**src/rtl/multi_scale_rms_peak_tracker_top_defines.svh**
```systemverilog
// Assertion macros shared by the RMS and peak level meter RTL.
`ifndef MULTI_SCALE_RMS_PEAK_TRACKER_TOP_DEFINES_SVH
`define MULTI_SCALE_RMS_PEAK_TRACKER_TOP_DEFINES_SVH
`ifndef SYNTHESIS
`define MSRPT_ASSERT(label, clk, rstn, prop, msg) \
    label: assert property (@(posedge clk) disable iff (!rstn) prop) else $error(msg);
`define MSRPT_ASSERT_NR(label, clk, prop, msg) \
    label: assert property (@(posedge clk) prop) else $error(msg);
`else
`define MSRPT_ASSERT(label, clk, rstn, prop, msg)
`define MSRPT_ASSERT_NR(label, clk, prop, msg)
`endif
`endif

```
**src/rtl/msrpt_pkg.sv**
```systemverilog
// Package with the shared types, constants and codes of the level meter.
`timescale 1ns / 1ps
`default_nettype none
package msrpt_pkg;
    localparam int BLOCK_MAX = 4096;
    localparam int CNT_W = $clog2(BLOCK_MAX + 1);
    localparam int SUM_W = 32 + CNT_W - 2;
    localparam int MEAN_W = 31;
    localparam logic [16:0] ONE_Q15 = 17'd32768;
    localparam logic [15:0] DECAY_Q16 = 16'd65529;
    localparam logic [15:0] W_FAST = 16'd13107;
    localparam logic [15:0] W_MEDIUM = 16'd32768;
    localparam logic [15:0] W_SLOW = 16'd19661;
    localparam logic [15:0] RATIO_ONE = 16'd256;

    typedef enum logic [1:0] {
        MODE_SAMPLE = 2'd0,
        MODE_DECAY  = 2'd1,
        MODE_SOFT   = 2'd2,
        MODE_NONE   = 2'd3
    } mode_t;

    typedef enum logic [2:0] {
        REG_FAST   = 3'd0,
        REG_MEDIUM = 3'd1,
        REG_SLOW   = 3'd2,
        REG_PEAK   = 3'd3,
        REG_NONRES = 3'd4,
        REG_FLOOR  = 3'd5
    } reg_idx_t;

    typedef enum logic [1:0] {
        CMD_CLOSE = 2'd0,
        CMD_DECAY = 2'd1,
        CMD_SOFT  = 2'd2
    } cmd_kind_t;

    // One queued command from the front part to the back part.
    typedef struct packed {
        cmd_kind_t         kind;
        logic [SUM_W-1:0]  sum;
        logic [CNT_W-1:0]  count;
        logic [15:0]       peak;
    } cmd_t;

    typedef struct packed {
        logic [15:0] fast_c;
        logic [15:0] medium_c;
        logic [15:0] slow_c;
        logic [15:0] peak_c;
        logic        non_resetting;
        logic [15:0] floor_q;
    } cfg_t;

    typedef enum logic [3:0] {
        ST_IDLE, ST_DIV, ST_SQRT, ST_BLEND, ST_PEAK, ST_DECAY, ST_FLOOR,
        ST_LOUD, ST_RATIO_A, ST_RATIO_B, ST_OUT
    } bstate_t;
endpackage
`default_nettype wire

```
**src/rtl/msrpt_fifo.sv**
```systemverilog
// Two-entry command queue between the front and back parts.
`timescale 1ns / 1ps
`default_nettype none
`include "multi_scale_rms_peak_tracker_top_defines.svh"
module msrpt_fifo (
    input  wire              aclk,
    input  wire              aresetn,
    input  wire              wr_valid,
    output logic             wr_ready,
    input  msrpt_pkg::cmd_t  wr_data,
    output logic             rd_valid,
    input  wire              rd_ready,
    output msrpt_pkg::cmd_t  rd_data
);
    import msrpt_pkg::*;

    cmd_t       mem_reg [2];
    logic       wp_reg, rp_reg;
    logic [1:0] cnt_reg;
    logic       wr, rd;

    assign wr_ready = cnt_reg != 2'd2;
    assign rd_valid = cnt_reg != 2'd0;
    assign rd_data  = mem_reg[rp_reg];
    assign wr = wr_valid && wr_ready;
    assign rd = rd_valid && rd_ready;

    always_ff @(posedge aclk) begin
        if (wr) begin
            mem_reg[wp_reg] <= wr_data;
        end
    end

    always_ff @(posedge aclk) begin
        if (!aresetn) begin
            wp_reg  <= 1'b0;
            rp_reg  <= 1'b0;
            cnt_reg <= 2'd0;
        end else begin
            if (wr) wp_reg <= !wp_reg;
            if (rd) rp_reg <= !rp_reg;
            cnt_reg <= cnt_reg + {1'b0, wr} - {1'b0, rd};
        end
    end

    `MSRPT_ASSERT(a_fifo_cnt, aclk, aresetn, cnt_reg != 2'd3, "queue count out of range")
    `MSRPT_ASSERT(a_fifo_full, aclk, aresetn, (cnt_reg == 2'd2 && !rd) |=> cnt_reg == 2'd2,
        "queue lost an entry")
    `MSRPT_ASSERT(a_fifo_ptr, aclk, aresetn, (cnt_reg == 2'd0) |-> (wp_reg == rp_reg),
        "queue pointers disagree when empty")
endmodule
`default_nettype wire

```
**config.mk**
```make
export PLATFORM = sky130hd
export DESIGN_NAME = msrpt_fifo
export DESIGN_NICKNAME = d
export VERILOG_FILES = /design/src/rtl/msrpt_pkg.sv /design/src/rtl/msrpt_fifo.sv
export VERILOG_INCLUDE_DIRS = /design/src /design/src/rtl
export SDC_FILE = /design/constraint.sdc
export NUM_CORES = 1
export LEC_CHECK = 0
export ABC_AREA = 1
export BUFFER_PORTS_ARGS = -buffer_cell sky130_fd_sc_hd__buf_2
export CAP_MARGIN = 0
export CORE_MARGIN = 1.5
export CORE_UTILIZATION = 51
export CTS_CLUSTER_DIAMETER = 30
export DETAILED_ROUTE_END_ITERATION = 8
export GPL_ROUTABILITY_DRIVEN = 0
export PLACE_DENSITY_LB_ADDON = 0.08
export SETUP_SLACK_MARGIN = 0.3
export SLEW_MARGIN = 10
export SYNTH_ARGS = -nofsm -noshare
export SYNTH_HDL_FRONTEND = slang
export SYNTH_SLANG_ARGS = --single-unit
export TNS_END_PERCENT = 20
```
**constraint.sdc**
```tcl
create_clock -name aclk -period 9 [get_ports aclk]
set_clock_uncertainty 0.15 [all_clocks]
set_input_delay 0.45 -clock aclk [delete_from_list [all_inputs] [get_ports aclk]]
set_output_delay 0.45 -clock aclk [all_outputs]
set_load 0.01 [all_outputs]
```
# == Word level (Yosys, flattened, before mapping) ==
# Memory sizes are Yosys's and may differ from the RTL's. A register that Yosys moved wholly into a read port is not among the register bits.
# Index checks and enable logic that the tools add are counted.
# Widths: inputs -> output; s select.
# word_totals
reg_bits,4
ramBits,148
in_bits,78
out_inout_bits,76
n_memories,1
wordCells,16
# memory_table
memory,words,width,rd,rd_clocked_by_memory_dff,wr,line,rtl
mem_reg,2,74,1,1,1,msrpt_fifo.sv:17,cmd_t mem_reg [2];
# op_classes
eq_ne,1
reduce_logical,5
muxes,4
addsub,2
# ops
op,n
$mux 1,4
$add 2x1->2,1
$logic_and 1x1->1,2
$logic_not 1->1,2
$ne 2x2->1 const B,1
$reduce_bool 2->1,1
$sub 2x1->2,1

# == Logic depth before layout (Yosys ltp) ==
# logic_depth
word_depth,4
ltp_mapped,11
ltp_nobuf,11

# == Worst setup path before layout ==
# No wires, ideal clock.
# synth_timing
kind,register to register
start,register cnt_reg[0]
end,"memory mem_reg[1][0] (netlist name), enable pin"
stages_incl_launch_ff,5
period_less_slack_ps,4426
required_time_ps,8342
setup_time_ps,508
n_path_buf,0
setup_slack_ps,4574
arrival_time_ps,3768
path_cell_list,dfxtp_1 inv_1 nand2_1 nand2_1 nor2_1
# synth_between
elab_chain_cells,4
# synth_lines
element,line,rtl
from (decl),msrpt_fifo.sv:19,logic [1:0] cnt_reg;
from (signal assigned),msrpt_fifo.sv:42,"cnt_reg <= cnt_reg + {1'b0, wr} - {1'b0, rd};"
$ne 2x2->1,msrpt_fifo.sv:22,assign wr_ready = cnt_reg != 2'd2;
net wr_ready,msrpt_fifo.sv:9,"output logic wr_ready,"
$logic_and 1x1->1,msrpt_fifo.sv:25,assign wr = wr_valid && wr_ready;
$mux 1,msrpt_fifo.sv:29,if (wr) begin
$mux 1 (not written as such),msrpt_fifo.sv:30,mem_reg[wp_reg] <= wr_data;
to (decl),msrpt_fifo.sv:17,
# The timed path passes the listed nets, and every way through them passes these cells.

==> flow_summary_export.csv <==
group,metric,value,unit
sta,final_critical_path_setup_slack,5.93,ns
global_routing,gr-total-overflow,0,
global_routing,grt.total_usage,0.160,
floorplan,floorplan.rows,38,
sta,unrepaired_setup_endpoints_after_global_routing,"no",
sta,worstMarginPinSlew,1.02,ns
detailed_routing,postRouteWirelength,9380,microns
worst_setup_path,critical_setup_path_kind,"reg2out",
worst_setup_path,setup.worst_path.start_class,"register",
sta,final_setup_violation_count,0,
synth,synth_sequential_area_ratio,0.781,
cts,clock-root-buffer,"clkbuf_16",
worst_hold_path,timing.hold.worst_path_depth,1,
floorplan,fp.dieArea,12100,sq um
layout,fin_nets,512,
worst_setup_path,required_time_of_the_critical_path,8.40,ns
power,power_frac_comb,0.225,
floorplan,initial_utilization,0.530,
sta,period_share,0.341,
cts,clock_sink_count,153,
cts,clk-insertion-delay-late,0.40,ns
worst_setup_path,critical_path.max_fanout,38,
detailed_routing,post_drt_via_cell_ratio,4.86,
detailed_routing,detailedRoute.firstIterationViolations,100,
sta,maximum_operating_frequency,326,MHz
layout,layout-drive-gt1-share,0.590,
global_routing,grt_max_degree,46,
power,power.leakage,2.90,nW
place,buffer_ports.inserted,153,
power,ir_drop,0.000208,V
global_routing,first_global_vias,2749,
synth,flops_latches_synth,153,
power,total_power_divided_by_cell_area,293,nW/um^2
detailed_routing,antenna_left,0,
power,switching_share,0.258,
layout,largest_reg_flops,148,
cts,number_of_clock_buffers_inserted_by_tritoncts,17,
detailed_routing,first_pass_iters,4,
detailed_routing,detailroute.via_count,2848,
worst_setup_path,rr_worst_depth,5,
synth,netlist_instances,266,
place,dpl.cell_count,554,
cts,cts_tree,"done",
power,seq_power_share,0.446,
floorplan,die_h,110,microns
synth,post_synth.cell_area_avg,21.9,sq um
layout,insertedDiodeCount,0,
floorplan,fp.dieW,110,microns
detailed_routing,drc,0,
sta,timing.slew.headroom,0.317,
power,switching_power_total,0.554,mW
worst_setup_path,end_kind,"output pin",
cts,htree_levels,4,
global_routing,wire_length_of_the_first_global_routing_pass,13800,microns
synth,ys_warn_count,0,
synth,synth.distinct_cells,13,
cts,post_cts_buffers,0,
cts,hold_buffers,0,
layout,area_growth_syn_to_layout,25.8,%
power,p_int,1.59,mW
detailed_routing,wl_per_cell,16.0,microns
sta,fin_setup_tns,0,ns
cts,clockBufferDepth,2,
floorplan,floorplan.io_pins,154,
cts,cts_resized,0,
worst_hold_path,min-delay-path-class,"in2reg",
layout,final_cells,586,
power,clkPwrFrac,0.329,
place,place.detailed.hpwl,6190,microns
synth,synthesis.area,5820,sq um
place,dp_worst_setup_slack,6.22,ns
global_routing,grt_antenna_before_repair,0,
sta,hold_viol,0,
synth,mappedNetlistNets,345,
run_status,run_status,"finished, final reports clean",
floorplan,floorplan.core_area,11000,sq um
worst_setup_path,arrival,2.47,ns
sta,period_minus_slack,3.07,ns
cts,clkTransAtPathRegs,0.06,ns
job,drv_cap,0,
sta,max_slew_violation_count,0,
-- synth_stat cells, drive strengths merged --
cell type,count,area (sq um)
ha,1,12.5
nand3,1,5.00
mux2,74,1060
xnor2,1,8.76
dfxtp,5,100
nor2,9,33.8
a21oi,1,5.00
buf,8,83.8
inv,7,26.3
nand2,11,41.3
edfxtp,148,4440
-- metrics by stage --
stage                util  area [sq um]  power, mW  hold WS, ns
CTS                 0.666          7320       2.17       0.0605
global route        0.666          7320       2.25       0.0553
floorplan               -          5820       1.31        0.317
detailed placement  0.612          6720       1.46        0.341
finish              0.666          7320       2.14       0.0796
global placement    0.612          6720       1.46        0.332
-- layer usage --
layer,vias to the layer above,GRT usage,routed length [microns]
met4,0,0.0677,130
met2,89,0.254,4640
met3,9,0.0652,659
met5,-,0,0
li1,1368,-,-
met1,1382,0.195,3950
-- worst max-delay path, cell delays in order, from the launching register on --
cell and delay [ns]:
dfxtp_4 0.79, buf_4 0.66, mux2_2 0.42, buf_2 0.14
-- final cells by class --
type / count / area, sq um
clock buffer: 17 / 425
clock inverter: 15 / 175
fill: 794 / 3660
inverter: 7 / 26.3
multi-input combinational: 98 / 1180
sequential: 153 / 4550
tap: 140 / 175
timing repair buffer: 156 / 788
-- kinds of logic (layout without fill, tap and decap cells) --
logic type | after synthesis | after routing | synth area share
AO/OA/AOI/OAI | 1 | 1 | 0.000859
XOR/XNOR | 1 | 1 | 0.00151
adder cells (fa/ha/maj) | 1 | 1 | 0.00215
buffers and inverters | 15 | 195 | 0.0189
flip-flops | 153 | 153 | 0.781
multiplexers | 74 | 74 | 0.182
AND/OR/NAND/NOR | 21 | 21 | 0.0138
-- final timing paths --
check                                 from              to  slack [ns]
worst max-delay path              register      rd_data[4]        5.93
worst min register to register      rp_reg        register        0.35
worst min-delay path            wr_data[3]   mem_reg[1][3]        0.08
worst max register to register  cnt_reg[0]  mem_reg[0][20]        6.35
-- cell usage in the layout, fill, tap and decap left out, types with 2 or more instances in the layout --
cell and n:
buf_2 153, edfxtp_1 148, mux2_4 60, clkbuf_16 17, mux2_2 14, nand2_1 11
inv_1 7, nor2_1 7, clkinv_4 4, dfxtp_1 4, bufinv_16 3, buf_4 3
nor2_4 2, clkinv_2 2, clkinvlp_4 2, inv_6 2, clkinv_1 2
-- power by group through the flow --
| stage | Sequential, mW | Combinational [mW] | Clock, mW |
|---|---|---|---|
| final | 0.956 | 0.482 | 0.706 |
| after global routing | 0.967 | 0.526 | 0.754 |
| after CTS | 0.959 | 0.492 | 0.717 |
| after detailed placement | 0.973 | 0.490 | 0 |
| after global placement | 0.969 | 0.487 | 0 |
| after floorplan | 0.949 | 0.360 | 0 |
No activity file was read; power rests on OpenSTA's default activity.
