--- src/rtl/multi_scale_rms_peak_tracker_top_defines.svh ---
// Assertion macros shared by the RMS and peak level meter RTL.
`ifndef MULTI_SCALE_RMS_PEAK_TRACKER_TOP_DEFINES_SVH
`define MULTI_SCALE_RMS_PEAK_TRACKER_TOP_DEFINES_SVH
`ifndef SYNTHESIS
`define MSRPT_ASSERT(label, clk, rstn, prop, msg) \
    label: assert property (@(posedge clk) disable iff (!rstn) prop) else $error(msg);
`define MSRPT_ASSERT_NR(label, clk, prop, msg) \
    label: assert property (@(posedge clk) prop) else $error(msg);
`else
`define MSRPT_ASSERT(label, clk, rstn, prop, msg)
`define MSRPT_ASSERT_NR(label, clk, prop, msg)
`endif
`endif

--- src/rtl/msrpt_pkg.sv ---
// Package with the shared types, constants and codes of the level meter.
`timescale 1ns / 1ps
`default_nettype none
package msrpt_pkg;
    localparam int BLOCK_MAX = 4096;
    localparam int CNT_W = $clog2(BLOCK_MAX + 1);
    localparam int SUM_W = 32 + CNT_W - 2;
    localparam int MEAN_W = 31;
    localparam logic [16:0] ONE_Q15 = 17'd32768;
    localparam logic [15:0] DECAY_Q16 = 16'd65529;
    localparam logic [15:0] W_FAST = 16'd13107;
    localparam logic [15:0] W_MEDIUM = 16'd32768;
    localparam logic [15:0] W_SLOW = 16'd19661;
    localparam logic [15:0] RATIO_ONE = 16'd256;

    typedef enum logic [1:0] {
        MODE_SAMPLE = 2'd0,
        MODE_DECAY  = 2'd1,
        MODE_SOFT   = 2'd2,
        MODE_NONE   = 2'd3
    } mode_t;

    typedef enum logic [2:0] {
        REG_FAST   = 3'd0,
        REG_MEDIUM = 3'd1,
        REG_SLOW   = 3'd2,
        REG_PEAK   = 3'd3,
        REG_NONRES = 3'd4,
        REG_FLOOR  = 3'd5
    } reg_idx_t;

    typedef enum logic [1:0] {
        CMD_CLOSE = 2'd0,
        CMD_DECAY = 2'd1,
        CMD_SOFT  = 2'd2
    } cmd_kind_t;

    // One queued command from the front part to the back part.
    typedef struct packed {
        cmd_kind_t         kind;
        logic [SUM_W-1:0]  sum;
        logic [CNT_W-1:0]  count;
        logic [15:0]       peak;
    } cmd_t;

    typedef struct packed {
        logic [15:0] fast_c;
        logic [15:0] medium_c;
        logic [15:0] slow_c;
        logic [15:0] peak_c;
        logic        non_resetting;
        logic [15:0] floor_q;
    } cfg_t;

    typedef enum logic [3:0] {
        ST_IDLE, ST_DIV, ST_SQRT, ST_BLEND, ST_PEAK, ST_DECAY, ST_FLOOR,
        ST_LOUD, ST_RATIO_A, ST_RATIO_B, ST_OUT
    } bstate_t;
endpackage
`default_nettype wire

--- src/rtl/msrpt_front.sv ---
// Front part: accumulates squares and peak of a block and issues commands.
`timescale 1ns / 1ps
`default_nettype none
module msrpt_front (
    input  wire                  aclk,
    input  wire                  aresetn,
    input  wire                  in_valid,
    output logic                 in_ready,
    input  wire [1:0]            in_mode,
    input  wire signed [15:0]    in_sample,
    input  wire                  in_last,
    output logic                 cmd_valid,
    input  wire                  cmd_ready,
    output msrpt_pkg::cmd_t      cmd
);
    import msrpt_pkg::*;

    logic [SUM_W-1:0] sum_reg;
    logic [15:0]      max_reg;
    logic [CNT_W-1:0] cnt_reg;
    logic             cv_reg;
    cmd_t             cmd_reg;

    logic [15:0]      mag;
    logic [31:0]      sq;
    logic [SUM_W-1:0] sum_next;
    logic [15:0]      max_next;
    logic [CNT_W-1:0] cnt_next;
    logic             fire;
    logic             close_blk;
    logic             issue;
    mode_t            mode;

    assign mode     = mode_t'(in_mode);
    assign in_ready = !cv_reg || cmd_ready;
    assign fire     = in_valid && in_ready;
    assign mag      = in_sample[15] ? 16'(-in_sample) : in_sample;
    assign sq       = mag * mag;
    assign sum_next = sum_reg + SUM_W'(sq);
    assign max_next = (mag > max_reg) ? mag : max_reg;
    assign cnt_next = cnt_reg + 1'b1;

    // A block closes on its flagged last sample or when it reaches the length limit.
    assign close_blk = in_last || cnt_next >= CNT_W'(BLOCK_MAX);
    assign issue = fire && (mode == MODE_DECAY || mode == MODE_SOFT ||
                            (mode == MODE_SAMPLE && close_blk));

    assign cmd_valid = cv_reg;
    assign cmd       = cmd_reg;

    always_ff @(posedge aclk) begin
        if (!aresetn) begin
            sum_reg <= '0;
            max_reg <= '0;
            cnt_reg <= '0;
            cv_reg  <= 1'b0;
        end else begin
            if (issue) begin
                cv_reg <= 1'b1;
            end else if (cmd_ready) begin
                cv_reg <= 1'b0;
            end
            if (fire) begin
                unique case (mode)
                    MODE_SAMPLE: begin
                        if (close_blk) begin
                            cmd_reg.kind  <= CMD_CLOSE;
                            cmd_reg.sum   <= sum_next;
                            cmd_reg.count <= cnt_next;
                            cmd_reg.peak  <= max_next;
                            sum_reg       <= '0;
                            max_reg       <= '0;
                            cnt_reg       <= '0;
                        end else begin
                            sum_reg <= sum_next;
                            max_reg <= max_next;
                            cnt_reg <= cnt_next;
                        end
                    end
                    MODE_DECAY: begin
                        cmd_reg.kind <= CMD_DECAY;
                    end
                    MODE_SOFT: begin
                        cmd_reg.kind <= CMD_SOFT;
                    end
                    default: begin
                    end
                endcase
            end
        end
    end
endmodule
`default_nettype wire

--- config.mk ---
export PLATFORM = sky130hd
export DESIGN_NAME = msrpt_front
export DESIGN_NICKNAME = d
export VERILOG_FILES = /design/src/rtl/multi_scale_rms_peak_tracker_top_defines.svh /design/src/rtl/msrpt_pkg.sv /design/src/rtl/msrpt_front.sv
export SDC_FILE = /design/constraint.sdc
export NUM_CORES = 1
export LEC_CHECK = 0
export BUFFER_PORTS_ARGS = -buffer_cell sky130_fd_sc_hd__buf_2
export CORE_ASPECT_RATIO = 1.5
export CORE_UTILIZATION = 65
export DETAILED_ROUTE_END_ITERATION = 16
export PLACE_DENSITY = 0.82
export SLEW_MARGIN = 20
export SYNTH_ARGS = -nofsm -noshare
export SYNTH_HDL_FRONTEND = slang
export SYNTH_SLANG_ARGS = --single-unit
export TNS_END_PERCENT = 1
--- constraint.sdc ---
create_clock -name aclk -period 18.24 [get_ports aclk]
set_input_delay 1.824 -clock aclk [delete_from_list [all_inputs] [get_ports aclk]]
set_output_delay 1.824 -clock aclk [all_outputs]
set_load 0.02 [all_outputs]
Yosys cells after proc, flatten, opt, wreduce, memory -nomap -nowiden

Cells that the tools add are included.

Output and inout port bits: 76
Bits in registers: 147
Input port bits: 23
Logic and storage cells: 40

Add/subtract/negate cells: 3
Multipliers: 1
Order comparisons: 2
Equality and inequality tests: 3
Reduce and logical (&&, ||, !) cells: 14
Multiplexer cells: 9

Operators by type and width:

| kind                    | count |
|---|---|
| $mux W74                | 1 |
| $mux W16                | 3 |
| $add A43 B32 Y43        | 1 |
| $mux W43                | 1 |
| $mul A16 B16 Y32        | 1 |
| $gt A16 B16 Y1          | 1 |
| $neg A16 Y16            | 1 |
| $add A13 B1 Y13 const B | 1 |
| $ge A13 B13 Y1 const B  | 1 |
| $mux W13                | 1 |
| $reduce_and A4 Y1       | 2 |
| $pmux W2 S3             | 1 |
| $logic_or A1 B1 Y1      | 4 |
| $logic_and A1 B1 Y1     | 3 |
| $reduce_bool A3 Y1      | 1 |
| $eq A2 B1 Y1 const B    | 1 |
| $eq A2 B2 Y1 const B    | 1 |
| $logic_not A2 Y1        | 1 |
| $mux W1                 | 2 |
| $ne A2 B2 Y1 const B    | 1 |
| $reduce_and A2 Y1       | 1 |
| $reduce_bool A2 Y1      | 1 |
| $logic_not A1 Y1        | 1 |

Depth between registers and ports, before layout

Depth in word-level cells: 7
Gate-level depth with buffers: 31
Depth with buffers taken out: 29

Least setup slack after synthesis

No wires, ideal clock.

Path kind: input -> register
Start: input port in_sample[2]
End: register sum_reg[38]
Stages: 26
Library setup time: 0.070 ns
Data arrival time: 9.169 ns
Data required time: 18.170 ns
Buffers on the path: 1
Setup slack: 9.001 ns
Cells stage by stage: or3_1 nor3_1 nand2_1 o31ai_1 xor2_1 clkinv_1 nand2_1 fa_1 inv_1 fa_1 fa_1 fa_1 fa_1 inv_1 fa_1 inv_1 ha_1 a21oi_1 o21ai_0 a22oi_1 a21oi_1 or3b_2 o221ai_1 buf_2 mux2_2 a21oi_1

Cells in the longest elaborated chain, start to end: 5

RTL lines:

| what                   | RTL line          | text |
|---|---|---|
| start: declaration     | msrpt_front.sv:10 | `input wire signed [15:0] in_sample,` |
| $neg A16 Y16           | msrpt_front.sv:37 | `assign mag = in_sample[15] ? 16'(-in_sample) : in_sample;` |
| $mux W16 *             | msrpt_front.sv:37 |  |
| $mul A16 B16 Y32 *     | msrpt_front.sv:38 | `assign sq = mag * mag;` |
| $add A43 B32 Y43 *     | msrpt_front.sv:39 | `assign sum_next = sum_reg + SUM_W'(sq);` |
| $mux W43 *             | msrpt_front.sv:66 | `if (close_blk) begin` |
| end signal: assignment | msrpt_front.sv:75 | `sum_reg <= sum_next;` |
| end: declaration       | msrpt_front.sv:18 | `logic [SUM_W-1:0] sum_reg;` |

Every way passes the cells marked *; elsewhere a longest branch is shown, timed or not.
A chain may end at the register's enable or synchronous reset.

Worst setup path after layout

Same ends and word-level chain as after synthesis.

==> results.sh <==
export IMPL_drive_gt1_frac=0.0960
export IMPL_ys_flop_type="edfxtp_1"
export IMPL_wire_per_inst_um=20.2
export IMPL_viasPerCell=5.95
export IMPL_drc=0
export IMPL_final_nets=1997
export IMPL_routed_wl_mm=39.1
export IMPL_arrival_ps=11050
export IMPL_slew_headroom=0.333
export IMPL_grt_max_degree=43
export IMPL_cts_buffers=17
export IMPL_synth_top_area_cell="fa_1"
export IMPL_crit_slowest_cell="o221ai_1"
export IMPL_clock_sinks=147
export IMPL_async_flop_share=0
export IMPL_dieArea_um2=23000
export IMPL_synth_distinct_cells=65
export IMPL_whs_ps=455
export IMPL_cts_buffer_depth=2
export IMPL_core_um2=21800
export IMPL_num_rows=66
export IMPL_fmax_mhz=93.6
export IMPL_min_period_over_period=0.586
export IMPL_hold_buffers=0
export IMPL_rsz0062_at_grt="false"
export IMPL_synth_seq_cells=147
export IMPL_cpMostUsedCell="fa_1"
export IMPL_cap_violations=0
export IMPL_worst_skew_pair_late_latency_ps=440
export IMPL_grt_pass1_wl_mm=62.4
export IMPL_grt_antenna_before_repair=0
export IMPL_slew_violations=0
export IMPL_ys_warn_count=0
export IMPL_cts_tree="done"
export IMPL_syn2layout_area_growth_pct=9.80
export IMPL_root_buffer="clkbuf_16"
export IMPL_die_w_um=124
export IMPL_largest_reg_flops=74
export IMPL_setup_violations=0
export IMPL_ctsHtreeMaxLevel=4
export IMPL_syn_area_um2=14500
export IMPL_via_count=11500
export IMPL_first_iter_violations=1018
export IMPL_cts_resized=0
export IMPL_cts_setup_buffers=0
export IMPL_critPathMaxFanout=12
export IMPL_track_usage=0.367
export IMPL_hpwl_mm=29.6
export IMPL_gp_congestion=1.02
export IMPL_path_clk_slew_ps=70
export IMPL_worst_slew_pin_slew_ps=1000
export IMPL_syn_avg_cell_area_um2=9.27
export IMPL_fin_skew_ps=12.5
export IMPL_hold_viol_final=0
export IMPL_synthCells=1567
export IMPL_synth_edff_count=74
export IMPL_grt_pass1_vias=12500
export IMPL_ant_nets=0
export IMPL_n_antenna_cell=0
export IMPL_status="complete, no violations"
export IMPL_crit_type="input pin to flip-flop"
export IMPL_start_util=0.667
export IMPL_die_y_um=185
export IMPL_dr_pass1_iters=8
export IMPL_synth_area_leaders="fa_1, edfxtp_1, ha_1, dfxtp_1, inv_1"
export IMPL_hold_class="flip-flop to flip-flop"
export IMPL_slowest_delay_ps=740
export IMPL_endpoint_kind="flip-flop"
export IMPL_worst_setup_path_start_kind="input pin"
export IMPL_period_needed_ps=10680
export IMPL_io_pins=99
export IMPL_worstPathRequired_ps=18610
export IMPL_yosysTopAreaCellShare=0.266
export IMPL_synth_yosys_seq_area_share=0.253
export IMPL_portBuffers=98
export IMPL_setup_tns_ps=0
export IMPL_grt_overflow_total=0
-- routing by layer --
layer	up-vias	wire length (um)	track usage
met3	203	2890	0.0807
met5	-	0	0
met1	5637	13400	0.407
met2	548	19700	0.612
li1	5149	-	-
met4	0	3160	0.267
-- layout by cell type, fill, tap and decap left out, types with 6 or more instances in the layout --
master and n:
clkbuf_16 17, a21oi_1 64, o211ai_1 7, a31oi_1 6, buf_4 15, dfxtp_1 73, nand2_1 144, a21o_1 16
xor2_1 28, and3_1 12, nor2_1 105, xnor2_1 36, ha_1 127, o2bb2ai_1 13, inv_8 6, nor3_1 14
o21ai_0 47, buf_2 98, nor2b_1 6, or3_1 8, nand3_1 37, a22o_1 12, conb_1 10, a211oi_1 7
inv_1 370, a22oi_1 14, o31ai_1 8, o21a_1 8, fa_1 193, edfxtp_1 74, nand4_1 8
-- per-stage QoR --
step / utilization / setup WS (ps) / area [um^2] / cells
2_1_floorplan: - / 9000 / 14600 / 1575
3_3_place_gp: 0.703 / 7670 / 15300 / 1907
3_5_place_dp: 0.703 / 7340 / 15300 / 1907
4_1_cts: 0.732 / 7710 / 16000 / 1939
5_1_grt: 0.732 / 6960 / 16000 / 1939
6_report: 0.732 / 7560 / 16000 / 1939
-- logic make-up (layout without fill, tap and decap cells) --
logic type,after synthesis,count (layout),share of synthesized area
adder cells (fa/ha/maj),320,320,0.375
flip-flops,147,147,0.253
AO/OA/AOI/OAI,236,236,0.106
other,2,10,0.000517
XOR/XNOR,65,65,0.0392
multiplexers,2,2,0.00155
buffers and inverters,428,520,0.111
AND/OR/NAND/NOR,367,367,0.113
-- worst max-delay path, delay by kind of cell --
family / cells / cell delay, ps
mux: 1 / 410
compound gates: 7 / 2170
fa+ha+maj: 7 / 3370
buf+inv: 5 / 910
simple gates: 5 / 1790
xor+xnor: 1 / 590
-- cell usage after synthesis (4+ instances only) --
master / count
edfxtp_1: 74
nor2_1: 107
and2_1: 4
ha_1: 127
a22o_1: 12
xor2_1: 29
nand3b_1: 5
buf_1: 4
dfxtp_1: 73
nand4_1: 8
a22oi_1: 14
o31ai_1: 8
clkbuf_1: 46
a21oi_1: 64
inv_1: 371
nand3_1: 37
o21ai_0: 47
a211oi_1: 7
a21boi_0: 5
a31oi_1: 6
xnor2_1: 36
a21o_1: 16
nor2b_1: 6
o21a_1: 8
nand2_1: 144
o211ai_1: 7
and4_1: 4
fa_1: 193
o21bai_1: 4
nor3_1: 15
o2bb2ai_1: 13
and3_1: 12
or3_1: 8
-- layout make-up --
cell class,instances,area (um^2)
Inverter,375,1410
Clock inverter,14,186
Timing Repair Buffer,113,603
Sequential cell,147,3680
Tap cell,272,340
Clock buffer,18,439
Multi-Input combinational cell,1000,9300
Fill cell,1584,5850
-- worst paths after layout --
kind	start	end	slack, ps	depth (start not counted)
worst max-delay path	in_sample[2]	sum_reg[38]	7560	26
worst min-delay path	sum_reg[8]	sum_reg[8]	460	2
worst max register to register	sum_reg[10]	sum_reg[38]	12690	15
worst min register to register	sum_reg[8]	sum_reg[8]	460	2
Power is not shown: default switching activity piles up to over one toggle a cycle in this logic, so the estimate is an artifact.
